**src/rtl/aads_pkg.sv**
```systemverilog
// ----------------------------------------------------------------------------
// aads_pkg
// Shared types, codes and defaults of the alarm annunciator.
// ----------------------------------------------------------------------------
`default_nettype none

package aads_pkg;

	localparam int CMD_W  = 2;
	localparam int CAT_W  = 8;
	localparam int KIND_W = 2;
	localparam int REG_W  = 24;
	localparam int IDX_W  = 2;

	localparam int TIME_WIDTH_DEFAULT = 24;
	localparam int QUEUE_DEPTH        = 2;

	// Command codes on the input channel
	localparam logic [CMD_W-1:0] CMD_TICK    = 2'd0;
	localparam logic [CMD_W-1:0] CMD_UPDATE  = 2'd1;
	localparam logic [CMD_W-1:0] CMD_SILENCE = 2'd2;

	// Level categories
	localparam logic [CAT_W-1:0] CAT_NORMAL   = 8'd0;
	localparam logic [CAT_W-1:0] CAT_WARNING  = 8'd1;
	localparam logic [CAT_W-1:0] CAT_CRITICAL = 8'd2;

	// Recorded alarm kinds
	localparam logic [KIND_W-1:0] KIND_NONE     = 2'd0;
	localparam logic [KIND_W-1:0] KIND_WARNING  = 2'd1;
	localparam logic [KIND_W-1:0] KIND_CRITICAL = 2'd2;

	// Configuration register indexes
	localparam logic [IDX_W-1:0] REG_WARNING_DELAY  = 2'd0;
	localparam logic [IDX_W-1:0] REG_CRITICAL_TOGGLE = 2'd1;
	localparam logic [IDX_W-1:0] REG_WARNING_TOGGLE = 2'd2;

	localparam logic [REG_W-1:0] WARNING_DELAY_RST   = 24'd5000;
	localparam logic [REG_W-1:0] CRITICAL_TOGGLE_RST = 24'd250;
	localparam logic [REG_W-1:0] WARNING_TOGGLE_RST  = 24'd500;

	typedef enum logic [1:0] {
		OP_TICK,
		OP_UPDATE,
		OP_SILENCE,
		OP_NONE
	} op_kind_t;

	// Classified item handed from front to back
	typedef struct packed {
		op_kind_t          kind;
		logic [CAT_W-1:0]  category;
		logic              cat_warn;
		logic              cat_crit;
		logic              cat_nonzero;
		logic [KIND_W-1:0] kind_code;
	} op_t;

endpackage

`default_nettype wire

```
**src/rtl/aads_cmd_if.sv**
```systemverilog
// ----------------------------------------------------------------------------
// aads_cmd_if
// Command channel: valid/ready with command and category.
// ----------------------------------------------------------------------------
`default_nettype none

interface aads_cmd_if;
	logic                       valid;
	logic                       ready;
	logic [aads_pkg::CMD_W-1:0] command;
	logic [aads_pkg::CAT_W-1:0] category;

	modport source (output valid, command, category, input ready);
	modport sink (input valid, command, category, output ready);
endinterface

`default_nettype wire

```
**src/rtl/aads_res_if.sv**
```systemverilog
// ----------------------------------------------------------------------------
// aads_res_if
// Result channel: valid/ready with buzzer and alarm status.
// ----------------------------------------------------------------------------
`default_nettype none

interface aads_res_if;
	logic                        valid;
	logic                        ready;
	logic                        buzzer_on;
	logic                        alarm_active;
	logic                        is_silenced;
	logic [aads_pkg::KIND_W-1:0] alarm_kind;

	modport source (output valid, buzzer_on, alarm_active, is_silenced, alarm_kind,
		input ready);
	modport sink (input valid, buzzer_on, alarm_active, is_silenced, alarm_kind,
		output ready);
endinterface

`default_nettype wire

```
**src/rtl/alarm_annunciator_with_delay_and_silence_core.sv**
```systemverilog
// Alarm annunciator with warning delay, user silence and toggling buzzer.
//
// Channels: cmd takes one beat per command (tick, level update with a
// category, user silence); res returns exactly one status beat per command,
// in order: buzzer level, alarm raised, silenced, recorded kind.
// Configuration: cfg_wr_en/cfg_index/cfg_wdata write the warning delay and
// the two toggle intervals; write only while no command is in flight.
// Path: a command passes the decode register, a queue slot and the
// state/result register before its result beat shows up. Throughput: one
// command per cycle while res is not held off; the state update is
// combinational saturating increments and one compare in the back end.
// Reset (arst_n low): alarm, silence, buzzer and counters clear, registers
// return to 5000 / 250 / 500 ms, both channels go empty.
// Stall: while res is held off the result beat stays put, the queue fills
// and then cmd ready drops; nothing is lost or repeated.
// ----------------------------------------------------------------------------
// alarm_annunciator_with_delay_and_silence_core
// Top level: decode front, item queue and execution back end.
// ----------------------------------------------------------------------------
`default_nettype none

module alarm_annunciator_with_delay_and_silence_core #(
	parameter int TIME_WIDTH = aads_pkg::TIME_WIDTH_DEFAULT
) (
	input  wire                       clk,
	input  wire                       arst_n,
	aads_cmd_if.sink                  cmd,
	aads_res_if.source                res,
	input  wire                       cfg_wr_en,
	input  wire [aads_pkg::IDX_W-1:0] cfg_index,
	input  wire [aads_pkg::REG_W-1:0] cfg_wdata
);

	logic          f_valid, f_ready;
	aads_pkg::op_t f_op;
	logic          b_valid, b_ready;
	aads_pkg::op_t b_op;

	aads_front u_front (
		.clk         (clk),
		.arst_n      (arst_n),
		.in_valid    (cmd.valid),
		.in_ready    (cmd.ready),
		.in_command  (cmd.command),
		.in_category (cmd.category),
		.op_valid    (f_valid),
		.op_ready    (f_ready),
		.op          (f_op)
	);

	aads_queue u_queue (
		.clk       (clk),
		.arst_n    (arst_n),
		.in_valid  (f_valid),
		.in_ready  (f_ready),
		.in_op     (f_op),
		.out_valid (b_valid),
		.out_ready (b_ready),
		.out_op    (b_op)
	);

	aads_back #(
		.TIME_WIDTH (TIME_WIDTH)
	) u_back (
		.clk              (clk),
		.arst_n           (arst_n),
		.op_valid         (b_valid),
		.op_ready         (b_ready),
		.op               (b_op),
		.cfg_wr_en        (cfg_wr_en),
		.cfg_index        (cfg_index),
		.cfg_wdata        (cfg_wdata),
		.res_valid        (res.valid),
		.res_ready        (res.ready),
		.res_buzzer_on    (res.buzzer_on),
		.res_alarm_active (res.alarm_active),
		.res_is_silenced  (res.is_silenced),
		.res_alarm_kind   (res.alarm_kind)
	);

endmodule

`default_nettype wire

```
**src/rtl/aads_front.sv**
```systemverilog
// ----------------------------------------------------------------------------
// aads_front
// Accepts command beats, decodes them and registers the classified item.
// ----------------------------------------------------------------------------
`default_nettype none

module aads_front (
	input  wire                        clk,
	input  wire                        arst_n,
	input  wire                        in_valid,
	output logic                       in_ready,
	input  wire [aads_pkg::CMD_W-1:0]  in_command,
	input  wire [aads_pkg::CAT_W-1:0]  in_category,
	output logic                       op_valid,
	input  wire                        op_ready,
	output aads_pkg::op_t              op
);

	logic          valid_s1;
	aads_pkg::op_t op_s1;
	aads_pkg::op_t op_dec;
	logic          accept;

	always_comb begin
		op_dec.category    = in_category;
		op_dec.cat_warn    = (in_category == aads_pkg::CAT_WARNING);
		op_dec.cat_crit    = (in_category == aads_pkg::CAT_CRITICAL);
		op_dec.cat_nonzero = (in_category != aads_pkg::CAT_NORMAL);
		priority if (op_dec.cat_crit) begin
			op_dec.kind_code = aads_pkg::KIND_CRITICAL;
		end else if (op_dec.cat_warn) begin
			op_dec.kind_code = aads_pkg::KIND_WARNING;
		end else begin
			op_dec.kind_code = aads_pkg::KIND_NONE;
		end
		unique case (in_command)
			aads_pkg::CMD_TICK:    op_dec.kind = aads_pkg::OP_TICK;
			aads_pkg::CMD_UPDATE:  op_dec.kind = aads_pkg::OP_UPDATE;
			aads_pkg::CMD_SILENCE: op_dec.kind = aads_pkg::OP_SILENCE;
			default:               op_dec.kind = aads_pkg::OP_NONE;
		endcase
	end

	assign in_ready = !valid_s1 || op_ready;
	assign accept   = in_valid && in_ready;

	always_ff @(posedge clk or negedge arst_n) begin
		if (!arst_n) begin
			valid_s1 <= 1'b0;
		end else begin
			valid_s1 <= accept || (valid_s1 && !op_ready);
		end
	end

	always_ff @(posedge clk) begin
		if (accept) begin
			op_s1 <= op_dec;
		end
	end

	assign op_valid = valid_s1;
	assign op       = op_s1;

endmodule

`default_nettype wire

```
**src/rtl/aads_queue.sv**
```systemverilog
// ----------------------------------------------------------------------------
// aads_queue
// Short FIFO of classified items between front and back.
// ----------------------------------------------------------------------------
`default_nettype none

module aads_queue (
	input  wire           clk,
	input  wire           arst_n,
	input  wire           in_valid,
	output logic          in_ready,
	input  aads_pkg::op_t in_op,
	output logic          out_valid,
	input  wire           out_ready,
	output aads_pkg::op_t out_op
);

	localparam int DEPTH   = aads_pkg::QUEUE_DEPTH;
	localparam int PTR_W   = (DEPTH > 1) ? $clog2(DEPTH) : 1;
	localparam int COUNT_W = $clog2(DEPTH + 1);

	aads_pkg::op_t      slot_q [DEPTH];
	logic [PTR_W-1:0]   wr_ptr_q;
	logic [PTR_W-1:0]   rd_ptr_q;
	logic [COUNT_W-1:0] count_q;
	logic               push;
	logic               pop;

	assign in_ready  = (count_q != COUNT_W'(DEPTH));
	assign out_valid = (count_q != '0);
	assign out_op    = slot_q[rd_ptr_q];
	assign push      = in_valid && in_ready;
	assign pop       = out_valid && out_ready;

	function automatic logic [PTR_W-1:0] ptr_next(input logic [PTR_W-1:0] p);
		if (p == PTR_W'(DEPTH - 1)) begin
			return '0;
		end
		return p + 1'b1;
	endfunction

	always_ff @(posedge clk or negedge arst_n) begin
		if (!arst_n) begin
			wr_ptr_q <= '0;
			rd_ptr_q <= '0;
			count_q  <= '0;
		end else begin
			if (push) begin
				wr_ptr_q <= ptr_next(wr_ptr_q);
			end
			if (pop) begin
				rd_ptr_q <= ptr_next(rd_ptr_q);
			end
			if (push && !pop) begin
				count_q <= count_q + 1'b1;
			end else if (pop && !push) begin
				count_q <= count_q - 1'b1;
			end
		end
	end

	always_ff @(posedge clk) begin
		if (push) begin
			slot_q[wr_ptr_q] <= in_op;
		end
	end

endmodule

`default_nettype wire

```
**src/rtl/aads_back.sv**
```systemverilog
// ----------------------------------------------------------------------------
// aads_back
// Executes classified items on the alarm state and holds the result beat.
// ----------------------------------------------------------------------------
`default_nettype none

module aads_back #(
	parameter int TIME_WIDTH = aads_pkg::TIME_WIDTH_DEFAULT
) (
	input  wire                         clk,
	input  wire                         arst_n,
	input  wire                         op_valid,
	output logic                        op_ready,
	input  aads_pkg::op_t               op,
	input  wire                         cfg_wr_en,
	input  wire [aads_pkg::IDX_W-1:0]   cfg_index,
	input  wire [aads_pkg::REG_W-1:0]   cfg_wdata,
	output logic                        res_valid,
	input  wire                         res_ready,
	output logic                        res_buzzer_on,
	output logic                        res_alarm_active,
	output logic                        res_is_silenced,
	output logic [aads_pkg::KIND_W-1:0] res_alarm_kind
);

	localparam int CMP_W = (TIME_WIDTH > aads_pkg::REG_W) ? TIME_WIDTH : aads_pkg::REG_W;

	logic [aads_pkg::REG_W-1:0]  delay_q;
	logic [aads_pkg::REG_W-1:0]  crit_toggle_q;
	logic [aads_pkg::REG_W-1:0]  warn_toggle_q;

	logic                        alarm_q, alarm_n;
	logic                        sil_q, sil_n;
	logic                        tone_q, tone_n;
	logic [aads_pkg::KIND_W-1:0] kind_q, kind_n;
	logic [aads_pkg::CAT_W-1:0]  prev_q, prev_n;
	logic [TIME_WIDTH-1:0]       since_chg_q, since_chg_n, since_chg_inc;
	logic [TIME_WIDTH-1:0]       since_tgl_q, since_tgl_n, since_tgl_inc;
	logic [aads_pkg::REG_W-1:0]  interval;
	logic                        want;
	logic                        res_valid_q;
	logic                        pop;

	assign op_ready = !res_valid_q || res_ready;
	assign pop      = op_valid && op_ready;

	assign since_chg_inc = (&since_chg_q) ? since_chg_q : since_chg_q + 1'b1;
	assign since_tgl_inc = (&since_tgl_q) ? since_tgl_q : since_tgl_q + 1'b1;
	assign interval      = (kind_q == aads_pkg::KIND_CRITICAL) ? crit_toggle_q : warn_toggle_q;

	always_comb begin
		alarm_n     = alarm_q;
		sil_n       = sil_q;
		tone_n      = tone_q;
		kind_n      = kind_q;
		prev_n      = prev_q;
		since_chg_n = since_chg_q;
		since_tgl_n = since_tgl_q;
		want        = 1'b0;
		unique case (op.kind)
			aads_pkg::OP_TICK: begin
				since_chg_n = since_chg_inc;
				since_tgl_n = since_tgl_inc;
				if (alarm_q && !sil_q) begin
					if (CMP_W'(since_tgl_inc) >= CMP_W'(interval)) begin
						since_tgl_n = '0;
						tone_n      = !tone_q;
					end
				end else begin
					tone_n = 1'b0;
				end
			end
			aads_pkg::OP_UPDATE: begin
				if (op.category != prev_q) begin
					since_chg_n = '0;
					// entering an alert category from normal rearms the buzzer
					if (op.cat_nonzero && prev_q == aads_pkg::CAT_NORMAL) begin
						sil_n = 1'b0;
					end
					prev_n = op.category;
				end
				want = op.cat_crit ||
					(op.cat_warn && CMP_W'(since_chg_n) >= CMP_W'(delay_q));
				if (!op.cat_warn && !op.cat_crit && alarm_q) begin
					sil_n = 1'b0;
				end
				if (want != alarm_q) begin
					alarm_n = want;
					kind_n  = op.kind_code;
					if (!(want && !sil_n)) begin
						tone_n = 1'b0;
					end
				end
			end
			aads_pkg::OP_SILENCE: begin
				if (alarm_q) begin
					sil_n  = 1'b1;
					tone_n = 1'b0;
				end
			end
			aads_pkg::OP_NONE: begin
			end
			default: begin
			end
		endcase
	end

	always_ff @(posedge clk or negedge arst_n) begin
		if (!arst_n) begin
			alarm_q     <= 1'b0;
			sil_q       <= 1'b0;
			tone_q      <= 1'b0;
			kind_q      <= aads_pkg::KIND_NONE;
			prev_q      <= aads_pkg::CAT_NORMAL;
			since_chg_q <= '0;
			since_tgl_q <= '0;
			res_valid_q <= 1'b0;
		end else begin
			res_valid_q <= pop || (res_valid_q && !res_ready);
			// state doubles as the result payload: it moves only with a new beat
			if (pop) begin
				alarm_q     <= alarm_n;
				sil_q       <= sil_n;
				tone_q      <= tone_n;
				kind_q      <= kind_n;
				prev_q      <= prev_n;
				since_chg_q <= since_chg_n;
				since_tgl_q <= since_tgl_n;
			end
		end
	end

	always_ff @(posedge clk or negedge arst_n) begin
		if (!arst_n) begin
			delay_q       <= aads_pkg::WARNING_DELAY_RST;
			crit_toggle_q <= aads_pkg::CRITICAL_TOGGLE_RST;
			warn_toggle_q <= aads_pkg::WARNING_TOGGLE_RST;
		end else if (cfg_wr_en) begin
			unique case (cfg_index)
				aads_pkg::REG_WARNING_DELAY:   delay_q       <= cfg_wdata;
				aads_pkg::REG_CRITICAL_TOGGLE: crit_toggle_q <= cfg_wdata;
				aads_pkg::REG_WARNING_TOGGLE:  warn_toggle_q <= cfg_wdata;
				default: begin
				end
			endcase
		end
	end

	assign res_valid        = res_valid_q;
	assign res_buzzer_on    = tone_q;
	assign res_alarm_active = alarm_q;
	assign res_is_silenced  = sil_q;
	assign res_alarm_kind   = kind_q;

endmodule

`default_nettype wire

```
**src/flat_wrapper.sv**
```systemverilog
// flat-port wrapper written by rule: the top's interface ports become plain ports
module alarm_annunciator_with_delay_and_silence_core_flat 
#(
	parameter int TIME_WIDTH = aads_pkg::TIME_WIDTH_DEFAULT
)
  (clk, arst_n, cfg_wr_en, cfg_index, cfg_wdata, cmd_valid, cmd_command, cmd_category, cmd_ready, res_valid, res_buzzer_on, res_alarm_active, res_is_silenced, res_alarm_kind, res_ready);
  aads_cmd_if cmd_i ();
  aads_res_if res_i ();
  input  wire clk;
  input  wire arst_n;
  input  wire cfg_wr_en;
  input  wire [aads_pkg::IDX_W-1:0] cfg_index;
  input  wire [aads_pkg::REG_W-1:0] cfg_wdata;
  input wire logic [$bits(cmd_i.valid)-1:0] cmd_valid;
  input wire logic [$bits(cmd_i.command)-1:0] cmd_command;
  input wire logic [$bits(cmd_i.category)-1:0] cmd_category;
  output wire logic [$bits(cmd_i.ready)-1:0] cmd_ready;
  output wire logic [$bits(res_i.valid)-1:0] res_valid;
  output wire logic [$bits(res_i.buzzer_on)-1:0] res_buzzer_on;
  output wire logic [$bits(res_i.alarm_active)-1:0] res_alarm_active;
  output wire logic [$bits(res_i.is_silenced)-1:0] res_is_silenced;
  output wire logic [$bits(res_i.alarm_kind)-1:0] res_alarm_kind;
  input wire logic [$bits(res_i.ready)-1:0] res_ready;
  assign cmd_i.valid = cmd_valid;
  assign cmd_i.command = cmd_command;
  assign cmd_i.category = cmd_category;
  assign cmd_ready = cmd_i.ready;
  assign res_valid = res_i.valid;
  assign res_buzzer_on = res_i.buzzer_on;
  assign res_alarm_active = res_i.alarm_active;
  assign res_is_silenced = res_i.is_silenced;
  assign res_alarm_kind = res_i.alarm_kind;
  assign res_i.ready = res_ready;
  alarm_annunciator_with_delay_and_silence_core #(.TIME_WIDTH(TIME_WIDTH)) u_core (.clk(clk), .arst_n(arst_n), .cmd(cmd_i), .res(res_i), .cfg_wr_en(cfg_wr_en), .cfg_index(cfg_index), .cfg_wdata(cfg_wdata));
endmodule
```
**config.mk**
```make
export PLATFORM = sky130hd
export DESIGN_NAME = alarm_annunciator_with_delay_and_silence_core_flat
export DESIGN_NICKNAME = d
export VERILOG_FILES = /design/src/rtl/aads_pkg.sv /design/src/rtl/aads_cmd_if.sv /design/src/rtl/aads_res_if.sv /design/src/rtl/alarm_annunciator_with_delay_and_silence_core.sv /design/src/rtl/aads_front.sv /design/src/rtl/aads_queue.sv /design/src/rtl/aads_back.sv /design/src/flat_wrapper.sv
export SDC_FILE = /design/constraint.sdc
export NUM_CORES = 1
export LEC_CHECK = 0
export BUFFER_PORTS_ARGS = -buffer_cell sky130_fd_sc_hd__buf_2
export CAP_MARGIN = 0
export CELL_PAD_IN_SITES_DETAIL_PLACEMENT = 0
export CELL_PAD_IN_SITES_GLOBAL_PLACEMENT = 1
export CORE_UTILIZATION = 40
export CTS_BUF_LIST = sky130_fd_sc_hd__clkbuf_16
export CTS_CLUSTER_DIAMETER = 100
export DETAILED_ROUTE_END_ITERATION = 10
export PLACE_DENSITY = 0.69
export SYNTH_ARGS = -nofsm -noshare
export SYNTH_HDL_FRONTEND = slang
export SYNTH_SLANG_ARGS = --single-unit
```
**constraint.sdc**
```tcl
create_clock -name clk -period 4.94 [get_ports clk]
set_clock_uncertainty 0.2 [all_clocks]
set_input_delay 0.741 -clock clk [delete_from_list [all_inputs] [get_ports clk]]
set_output_delay 0.741 -clock clk [all_outputs]
set_load 0.005 [all_outputs]
```
==> flow_summary.yaml <==
pwr:
  p_int_mw: 3.262
  comb_power_share: 0.301
  clockPowerShare: 0.286
  seqPwrFrac: 0.413
  cellPowerDensity_nw_per_um2: 462.0
  sw_frac_of_total: 0.3546
  p_switching_mw: 1.792
  ir_worst_vdd_mv: 0.2234
  leakage_nw: 4.731
yosys:
  yosysSeqAreaShare: 0.5038
  synth.area.mux_share: 0.1028
  synth_fp_nets: 988
  synth_compound_area_frac: 0.1103
  synth_cell_type_count: 59
  synth-main-ff-cell: "dfrtp_1"
  synth_top_family_by_area: "simple AND/OR/NAND/NOR gates"
  ys_top_cells_by_area: "dfrtp_1 (32%), edfxtp_1 (14%), ha_1 (7.1%)"
  avgSynthCellArea_um2: 10.79
  synth_seq_cells: 184
  synth.top_cell.area_share: 0.3171
  synthTopCellsByCount: "dfrtp_1 (122), nand2_1 (91), o21ai_0 (68)"
  synth_area_um2: 9628
  yosys_warnings: 0
  synth_fa_ha_area_frac: 0.07147
  synthXorXnorAreaFrac: 0.03275
  synth_area_leader_cell: "dfrtp_1"
  synthSimpleGateAreaFrac: 0.1491
  synth_edf_count: 45
  synthArstFlopShare: 0.7554
  synth_cells: 892
  synth_most_common_cell: "dfrtp_1"
timing:
  setup_tns_ps: 0
  slew_headroom: 0.3827
  setup_violations: 0
  holdWs_ps: 75.44
  max_clock_freq_ghz: 0.2214
  grt_setup_unrepaired: "false"
  worst_slack_ps: 424.1
  max_slew.worst_pin.slew_ps: 922.6
  fin_crit_ps: 4516
  hold_violations: 0
  slew_viol_final: 0
  final.period_utilization: 0.9142
floorplan:
  dieArea_um2: 24690
  die_width_um: 157.1
  ioPinCount: 48
  initial_core_util: 0.4090
  die_h_um: 157.1
  core_um2: 23540
  fp-row-count: 56
clock_tree:
  postCtsSetupBuffers: 0
  cts_num_sinks: 184
  clk_latency_ps: 440
  cts_buffers: 17
  h-tree-depth: 4
  cts.reportedPaths.clkPinSlew_ps: 80
  clock_path_buffers: 2
  cts_root_buffer: "clkbuf_16"
  cts_tree: "yes"
placed_design:
  placedCellCount: 1244
  dpl.hpwl_um: 15270
  place_ws_ps: 333.3
  port_buffers: 47
  place_congestion: 0.8809
layout:
  drive_gt1_frac: 0.1996
  fin_nets: 1040
  final_cells: 1276
  n_antenna_cell: 0
  nFillCells: 2237
  area_delta_synth_final_pct: 13.62
global_route:
  grt_pass1_wl_um: 34740
  antenna_found_initial: 0
  grt_usage: 0.1836
  grt-ovfl-total: 0
  grt_start_max_net_pins: 62
  first_global_vias: 6680
flow_run:
  maxCapViolCount: 0
route:
  drc_errors: 0
  ant_nets: 0
  via_per_inst: 5.177
  firstDrtPassIters: 4
  num_vias: 6606
  drtIter0Drc: 334
  wl_per_cell_um: 16.55
  wirelength_um: 21120
setup_path:
  setup.worst_path.start_class: "flip-flop"
  worstPathMaxFanout: 9
  r2r_cells: 16
  worstSetupEndpointType: "flip-flop"
  critPathKind: "reg -> reg"
  cp.required_ps: 5060
  crit_arrival_ps: 4640
worst_hold_path:
  min_path_type: "in -> async"
run_status:
  status: "finished, final reports clean"
## final cells by class
type                            count  area, um2  share of cell area
Sequential cell                   184       4851              0.4434
Inverter                           33      123.9             0.01132
Timing Repair Buffer               71      421.7             0.03855
Tap cell                          319      399.1             0.03649
Clock buffer                       17      425.4             0.03889
Clock inverter                     15      196.4             0.01796
Multi-Input combinational cell    637       4522              0.4134
## power groups by stage
| stage | registers (mW) | clock network, mW | logic [mW] |
|---|---|---|---|
| 6_report | 2.09 | 1.45 | 1.52 |
| 5_1_grt | 2.13 | 1.54 | 1.71 |
| 4_1_cts | 2.09 | 1.48 | 1.55 |
| 3_5_place_dp | 2.12 | 0 | 1.54 |
| 3_3_place_gp | 2.12 | 0 | 1.52 |
| 2_1_floorplan | 2.06 | 0 | 1.13 |
## through the flow
step                area, um2  power, mW    util
floorplan                9628      3.191       -
global placement        10300      3.635  0.4377
detailed placement      10300      3.664  0.4377
CTS                     10930      5.123  0.4641
global route            10940      5.380  0.4647
finish                  10940      5.054  0.4647
## layer usage
| layer | vias to the layer above | GRT usage | part of all wire |
|---|---|---|---|
| li1 | 3325 | - | - |
| met1 | 3193 | 0.2454 | 0.48 |
| met3 | 15 | 0.02891 | 0.022 |
| met2 | 73 | 0.3065 | 0.48 |
| met5 | - | 0 | 0 |
| met4 | 0 | 0.05409 | 0.0094 |
## path summary, 6_finish.rpt
kind	startpoint	to	slack (ps)
max in group asynchronous	arst_n	u_core.u_back.crit_toggle_q[1]	3490
max reg2reg	u_core.u_back.since_tgl_q[3]	u_core.u_back.since_tgl_q[8]	420
min reg2reg	u_core.u_front.op[8]	u_core.u_queue.slot_q[0][8]	250
min	arst_n	u_core.u_back.since_tgl_q[21]	80
max	u_core.u_back.since_tgl_q[3]	u_core.u_back.since_tgl_q[8]	420
min in group clk	u_core.u_front.op[8]	u_core.u_queue.slot_q[0][8]	250
## sequential cells by signal, summed over array words and instances, names as in the netlist, 2 cells and up
| name | cells |
|---|---|
| u_core.u_back.since_tgl_q | 24 |
| u_core.u_back.crit_toggle_q | 24 |
| u_core.u_back.res_alarm_kind | 2 |
| u_core.u_back.delay_q | 24 |
| u_core.u_queue.count_q | 2 |
| u_core.u_back.since_chg_q | 24 |
| u_core.u_front.op | 15 |
| u_core.u_back.warn_toggle_q | 24 |
| u_core.u_back.prev_q | 8 |
| u_core.u_queue.slot_q | 30 |
## cell families (layout without fill, tap and decap cells)
group           after synthesis  after routing
simple gates                287            287
flops                       184            184
compound gates              168            168
mux                          91             91
buf+inv                      71            136
fa+ha+maj                    55             55
xor+xnor                     36             36
## worst max-delay path, cell delays in order (launching register included)
cell and delay, ps:
dfrtp_1 470, nand4_1 260, nor3_1 300, nand2_1 150
nor4b_2 400, nand3_1 250, nor2_1 210, xor2_1 90
ha_1 290, nand4_1 140, nor3_1 270, o311ai_0 170
o21ai_0 250, and2_1 390, nor2_1 100, buf_4 220
a22o_1 230
## cell usage in the layout, fill, tap and decap left out, drive strengths merged, types with 9 or more instances in the layout
master and count:
mux2 57, edfxtp 45, a22o 15, dfstp 17, a21oi 30, buf 71
nand2 91, inv 44, nor3 18, nand3 20, o21ai 68, nor4 9
mux2i 34, dfrtp 122, nand4 13, clkbuf 17, ha 55, and3 29
xnor2 24, nor2b 9, nor2 54, xor2 12, a21o 13, and2 12
## what timing repair did
item | CTS | global route
hold endpoints to repair | 0 | 0
setup endpoints to repair | 0 | 16
hold buffers | 0 | 0
gates resized for setup | 0 | 2
Power figures use the tool's default switching activity.
